## src/sv/cls_pkg.sv

```systemverilog
// Shared types, widths, register indexes and the arctangent table of the steering block.
`default_nettype none
package cls_pkg;

    localparam int SUM_W = 34;
    localparam int AW    = 36;
    localparam int ZW    = 26;

    localparam int CFG_IDX_W  = 3;
    localparam int CFG_DATA_W = 17;

    localparam logic [CFG_IDX_W-1:0] REG_TARGET_POSITION = 3'd0;
    localparam logic [CFG_IDX_W-1:0] REG_ERROR_LIMIT     = 3'd1;
    localparam logic [CFG_IDX_W-1:0] REG_SECOND_WEIGHT   = 3'd2;
    localparam logic [CFG_IDX_W-1:0] REG_THIRD_WEIGHT    = 3'd3;
    localparam logic [CFG_IDX_W-1:0] REG_POSITION_GAIN   = 3'd4;
    localparam logic [CFG_IDX_W-1:0] REG_ANGLE_GAIN      = 3'd5;

    localparam logic signed [SUM_W-1:0] NEAR_ZERO   = 34'sd269;
    localparam logic signed [ZW-1:0]    DEG180_Q16  = 26'sd11796480;
    localparam logic signed [18:0]      HEADING_MAX = 19'sd46080;

    typedef struct packed {
        logic signed [10:0] target_position;
        logic [9:0]         error_limit;
        logic [14:0]        second_weight;
        logic [14:0]        third_weight;
        logic [16:0]        position_gain;
        logic [16:0]        angle_gain;
    } t_cfg;

    typedef struct packed {
        logic               near_zero;
        logic signed [10:0] err;
    } t_side;

    function automatic logic signed [ZW-1:0] atan_q16(input int unsigned idx);
        logic signed [ZW-1:0] v;
        case (idx)
            0:       v = 26'sd2949120;
            1:       v = 26'sd1740967;
            2:       v = 26'sd919879;
            3:       v = 26'sd466945;
            4:       v = 26'sd234379;
            5:       v = 26'sd117304;
            6:       v = 26'sd58666;
            7:       v = 26'sd29335;
            8:       v = 26'sd14668;
            9:       v = 26'sd7334;
            10:      v = 26'sd3667;
            11:      v = 26'sd1833;
            12:      v = 26'sd917;
            13:      v = 26'sd458;
            14:      v = 26'sd229;
            15:      v = 26'sd115;
            16:      v = 26'sd57;
            17:      v = 26'sd29;
            18:      v = 26'sd14;
            19:      v = 26'sd7;
            20:      v = 26'sd4;
            21:      v = 26'sd2;
            22:      v = 26'sd1;
            default: v = 26'sd0;
        endcase
        return v;
    endfunction

endpackage
`default_nettype wire

```

## src/sv/cls_vec_sum.sv

```systemverilog
// Weighted direction sum, error clamp and CORDIC pre-rotation, three register stages.
`default_nettype none
module cls_vec_sum (
    input  wire                              i_clk,
    input  wire                              i_rst_n,
    input  wire                              i_en,
    input  wire                              i_valid,
    input  cls_pkg::t_cfg                    i_cfg,
    input  wire signed [10:0]                i_start_x,
    input  wire signed [15:0]                i_px,
    input  wire signed [15:0]                i_py,
    input  wire signed [15:0]                i_qx,
    input  wire signed [15:0]                i_qy,
    input  wire signed [15:0]                i_rx,
    input  wire signed [15:0]                i_ry,
    output logic                             o_valid,
    output logic signed [cls_pkg::AW-1:0]    o_a,
    output logic signed [cls_pkg::AW-1:0]    o_b,
    output logic signed [cls_pkg::ZW-1:0]    o_z,
    output cls_pkg::t_side                   o_side
);

    logic [2:0] r_v;

    logic signed [15:0] r_px, r_py;
    logic signed [31:0] r_qx, r_qy, r_rx, r_ry;
    logic signed [10:0] r_err1, r_err2;
    logic signed [31:0] n_qx, n_qy, n_rx, n_ry;
    logic signed [11:0] w_err, w_lim;
    logic signed [10:0] n_err;

    logic signed [cls_pkg::SUM_W-1:0] r_sx, r_sy, n_sx, n_sy;

    logic signed [cls_pkg::AW-1:0] r_a, r_b, n_a, n_b;
    logic signed [cls_pkg::ZW-1:0] r_z, n_z;
    cls_pkg::t_side r_side, n_side;

    always_comb begin
        n_qx  = i_qx * $signed({1'b0, i_cfg.second_weight});
        n_qy  = i_qy * $signed({1'b0, i_cfg.second_weight});
        n_rx  = i_rx * $signed({1'b0, i_cfg.third_weight});
        n_ry  = i_ry * $signed({1'b0, i_cfg.third_weight});
        w_err = 12'(i_cfg.target_position) - 12'(i_start_x);
        w_lim = $signed({2'b00, i_cfg.error_limit});
        if (w_err > w_lim) begin
            n_err = w_lim[10:0];
        end else if (w_err < -w_lim) begin
            n_err = 11'(-w_lim);
        end else begin
            n_err = w_err[10:0];
        end
    end

    always_comb begin
        n_sx = (cls_pkg::SUM_W'(r_px) <<< 14) + cls_pkg::SUM_W'(r_qx)
             + cls_pkg::SUM_W'(r_rx);
        n_sy = (cls_pkg::SUM_W'(r_py) <<< 14) + cls_pkg::SUM_W'(r_qy)
             + cls_pkg::SUM_W'(r_ry);
    end

    always_comb begin
        n_side.err       = r_err2;
        n_side.near_zero = (r_sx < cls_pkg::NEAR_ZERO) && (r_sx > -cls_pkg::NEAR_ZERO)
                        && (r_sy < cls_pkg::NEAR_ZERO) && (r_sy > -cls_pkg::NEAR_ZERO);
        if (r_sy < 0) begin
            n_a = -cls_pkg::AW'(r_sy);
            n_b = -cls_pkg::AW'(r_sx);
            n_z = (r_sx >= 0) ? cls_pkg::DEG180_Q16 : -cls_pkg::DEG180_Q16;
        end else begin
            n_a = cls_pkg::AW'(r_sy);
            n_b = cls_pkg::AW'(r_sx);
            n_z = '0;
        end
    end

    always_ff @(posedge i_clk) begin
        if (!i_rst_n) begin
            r_v <= '0;
        end else if (i_en) begin
            r_v <= {r_v[1:0], i_valid};
        end
    end

    always_ff @(posedge i_clk) begin
        if (i_en) begin
            r_px   <= i_px;
            r_py   <= i_py;
            r_qx   <= n_qx;
            r_qy   <= n_qy;
            r_rx   <= n_rx;
            r_ry   <= n_ry;
            r_err1 <= n_err;
            r_sx   <= n_sx;
            r_sy   <= n_sy;
            r_err2 <= r_err1;
            r_a    <= n_a;
            r_b    <= n_b;
            r_z    <= n_z;
            r_side <= n_side;
        end
    end

    assign o_valid = r_v[2];
    assign o_a     = r_a;
    assign o_b     = r_b;
    assign o_z     = r_z;
    assign o_side  = r_side;

endmodule
`default_nettype wire

```

## config.mk

```make
export PLATFORM = sky130hd
export DESIGN_NAME = cls_vec_sum
export DESIGN_NICKNAME = d
export VERILOG_FILES = /design/src/sv/cls_pkg.sv /design/src/sv/cls_vec_sum.sv
export SDC_FILE = /design/constraint.sdc
export NUM_CORES = 2
export LEC_CHECK = 0
export BUFFER_PORTS_ARGS = -buffer_cell sky130_fd_sc_hd__buf_2
export CAP_MARGIN = 20
export CORE_AREA = 2 2 370 372
export CTS_CLUSTER_SIZE = 28
export DETAILED_ROUTE_END_ITERATION = 16
export DIE_AREA = 0 0 372 374
export GPL_TIMING_DRIVEN = 0
export HOLD_SLACK_MARGIN = 0.08
export PLACE_DENSITY_LB_ADDON = 0.05
export SLEW_MARGIN = 20
export SYNTH_ARGS = -nofsm -noshare
export SYNTH_HDL_FRONTEND = slang
export SYNTH_SLANG_ARGS = --single-unit
```

## constraint.sdc

```tcl
create_clock -name i_clk -period 11.72 [get_ports i_clk]
set_input_delay 1.758 -clock i_clk [delete_from_list [all_inputs] [get_ports i_clk]]
set_output_delay 1.758 -clock i_clk [all_outputs]
set_load 0.02 [all_outputs]
```

==> reports/qor.csv <==
metric;value;unit
status;complete, no violations;
tritoncts;yes;
setup.worst_path.end;r_qx[30]$_DFFE_PP_;
gr-total-overflow;0;
proportion_of_netlist_area_held_by_the_largest_area_contributor;0.373;
place.port_buffers;254;
synth.area.top_cells;fa_1 37%, edfxtp_1 18%, ha_1 10%;
number_of_antenna_violations_at_the_first_check_in_global_routing;19;
finalCoreUtilization;0.445;
finalWeightedCongestion;0.907;
layout.filler_cells;13181;
ys_warn_count;0;
area_delta_synth_final;9.20;%
hold_viol;0;
drt-pass1-iter-count;6;
holdCritStartpoint;r_err2[3]$_DFFE_PP_;
reg2reg_depth;12;
timing.critical_path.required;11990;ps
instances_no_fill;7634;
critPathMaxFanout;12;
clock_tree.htree_level_count;2;
yosys_register_bits;340;
critical_path_type;in -> reg;
regToRegEndpoint;r_sy[31]$_DFFE_PP_;
nets;7495;
vias;37844;
drc;0;
timing.setup.tns;0;ps
grt_max_degree;105;
ff2ff_setup_slack;6910;ps
post_cts.resized_instances;0;
grt_use_total;0.231;
critical_path.startpoint_type;input port;
ios;307;
worstMarginPinSlew;1170;ps
fp.coreArea;0.135;mm2
wire_length_of_the_first_global_routing_pass;244000;um
avgRoutedWirePerCell;20.4;um
post_route_cells_drive_above_1_share;0.0626;
chipHeight;374;um
hold_class;reg -> reg;
seq_area_frac_synth;0.185;
clkSlewWorstSetupHoldPaths;60;ps
reg2reg_from;r_qy[1]$_DFFE_PP_;
skew;37.2;ps
maxCapViolations;0;
antenna_left;0;
cts_inserted_buffers;38;
synth.cell_area;0.0550;mm2
number_of_rows_in_the_core_area;135;
die_area;0.139;mm2
number_of_enable_type_register_cells_in_the_synthesized_netlist;337;
initial_utilization;0.407;
routed_wl;156000;um
maxSlewHeadroom;0.220;
cp-end-kind;flip-flop;
crit_path_start;i_cfg[54];
holdBufCountCts;0;
worstSkewPairLatency;590;ps
cts_post_setup_buffers_inserted;0;
cts_num_sinks;340;
floorplan.die.width;372;um
first_iter_violations;2190;
via_per_inst;4.96;
postSynthCellCount;5501;
ctsRootBufferMaster;clkbuf_16;
numPlacedInstances;7558;
min_period_over_period;0.790;
post-route-min-period;9260;ps
timing_max_transition_violations_final;0;
grt_setup_unrepaired;no;
final-setup-viol-count;0;
clock.fmax;108;MHz
async_reset_ff_frac;0;
netlist.top_cell.by_area;fa_1;
grt_pass1_vias;40633;
ys_dominant_reg_cell;edfxtp_1;
clockBufferDepth;3;
synth.distinct_cells;69;
worstPathArrival;9530;ps
hpwlAfterDp;132000;um
avgSynthCellArea;9.99;um2
-- metal layers --
metal / up-vias / global-route usage / share of wire
met1: 19188 / 0.320 / 0.45
met2: 820 / 0.385 / 0.48
li1: 17636 / - / -
met5: - / 0 / 0.00071
met4: 18 / 0.0458 / 0.022
met3: 182 / 0.0344 / 0.051
-- cell type report --
| cell class | instances | area (um2) | area share |
|---|---|---|---|
| clock buffers | 40 | 958 | 0.0160 |
| clock inverters | 28 | 407 | 0.00677 |
| flip-flops and latches | 340 | 10200 | 0.170 |
| plain buffers | 202 | 848 | 0.0141 |
| multi-input cells | 3785 | 39500 | 0.659 |
| diodes | 8 | 20.0 | 0.000333 |
| well taps | 1781 | 2230 | 0.0371 |
| repair buffers | 257 | 1360 | 0.0227 |
| inverters | 1193 | 4480 | 0.0746 |
-- cells in the mapped netlist, drive strengths merged, types with 6 or more instances --
library cell	number
inv	1193
fa	1023
nand2	594
and2	493
ha	459
edfxtp	337
xnor2	212
clkbuf	176
a21oi	166
o21ai	124
nor2	119
a21o	63
xor2	53
nand3	41
nand2b	37
nor2b	30
nor3	29
nand4	28
buf	26
o31ai	26
a211oi	23
o21a	23
o21bai	22
or3	16
a31oi	15
and3	14
mux2i	14
nor4	13
or4	12
o41ai	11
or2	10
o211ai	8
a21boi	6
o31a	6
-- through the flow --
stage | area (um2) | setup slack [ps] | hold slack (ps)
finish | 60000 | 2460 | 414
global route | 60000 | 2040 | 423
detailed placement | 58600 | 1640 | 405
global placement | 58500 | 1650 | 401
floorplan | 55000 | 3950 | 400
CTS | 60000 | 2220 | 418
-- logic make-up (layout without fill, tap and decap cells) --
kind of cell | after synthesis | in the layout | synth area share
xor+xnor | 265 | 265 | 0.0422
compound gates | 549 | 549 | 0.0632
flops | 340 | 340 | 0.185
mux | 14 | 14 | 0.00255
fa+ha+maj | 1482 | 1482 | 0.477
other cells | 1 | 28 | 0.0000682
buf+inv | 1395 | 1720 | 0.0968
simple gates | 1455 | 1455 | 0.133
-- critical path, stage by stage --
cell and delay, ps:
buf_2 190, clkbuf_1 810, and2_1 270, fa_1 410, inv_1 90, fa_1 440, fa_1 500, fa_1 550
inv_1 50, fa_1 500, inv_1 50, fa_1 510, inv_1 50, ha_1 310, inv_1 50, o31ai_1 510
o21ai_1 380, a2111oi_0 750, o221ai_1 290, a21oi_1 270, a21o_1 150, a21oi_1 70, xnor2_1 550
-- layout by cell type, fill, tap and decap left out, types with 15 or more instances in the layout --
master and instances:
a211oi_1 23, a21o_1 63, a21oi_1 166, a31oi_1 15, and2_1 493, buf_2 253
buf_4 23, clkbuf_1 175, clkbuf_16 38, conb_1 20, edfxtp_1 337, fa_1 1023
ha_1 459, inv_1 1193, nand2_1 594, nand2b_1 37, nand3_1 41, nand4_1 28
nor2_1 119, nor2b_1 30, nor3_1 29, o21a_1 23, o21ai_0 123, o21bai_1 22
o31ai_1 26, xnor2_1 212, xor2_1 53
-- how the worst min path moves through the flow --
stage	cells after the start	to
after detailed placement	0	o_side[10]$_DFFE_PP_
final	0	o_side[3]$_DFFE_PP_
after global placement	0	o_side[9]$_DFFE_PP_
after global routing	0	o_side[4]$_DFFE_PP_
after CTS	0	o_side[3]$_DFFE_PP_
after floorplan	0	o_side[0]$_DFFE_PP_
-- registers in the layout, summed over array words and instances (netlist names), 11 cells and up --
register  count
o_a          36
o_b          36
r_sx         34
r_err1       11
o_side       12
r_qx         32
r_ry         32
r_px         16
r_rx         32
r_err2       11
r_py         16
r_qy         32
r_sy         34
Power is not shown: default switching activity piles up to over one toggle a cycle in this logic, so the estimate is an artifact.
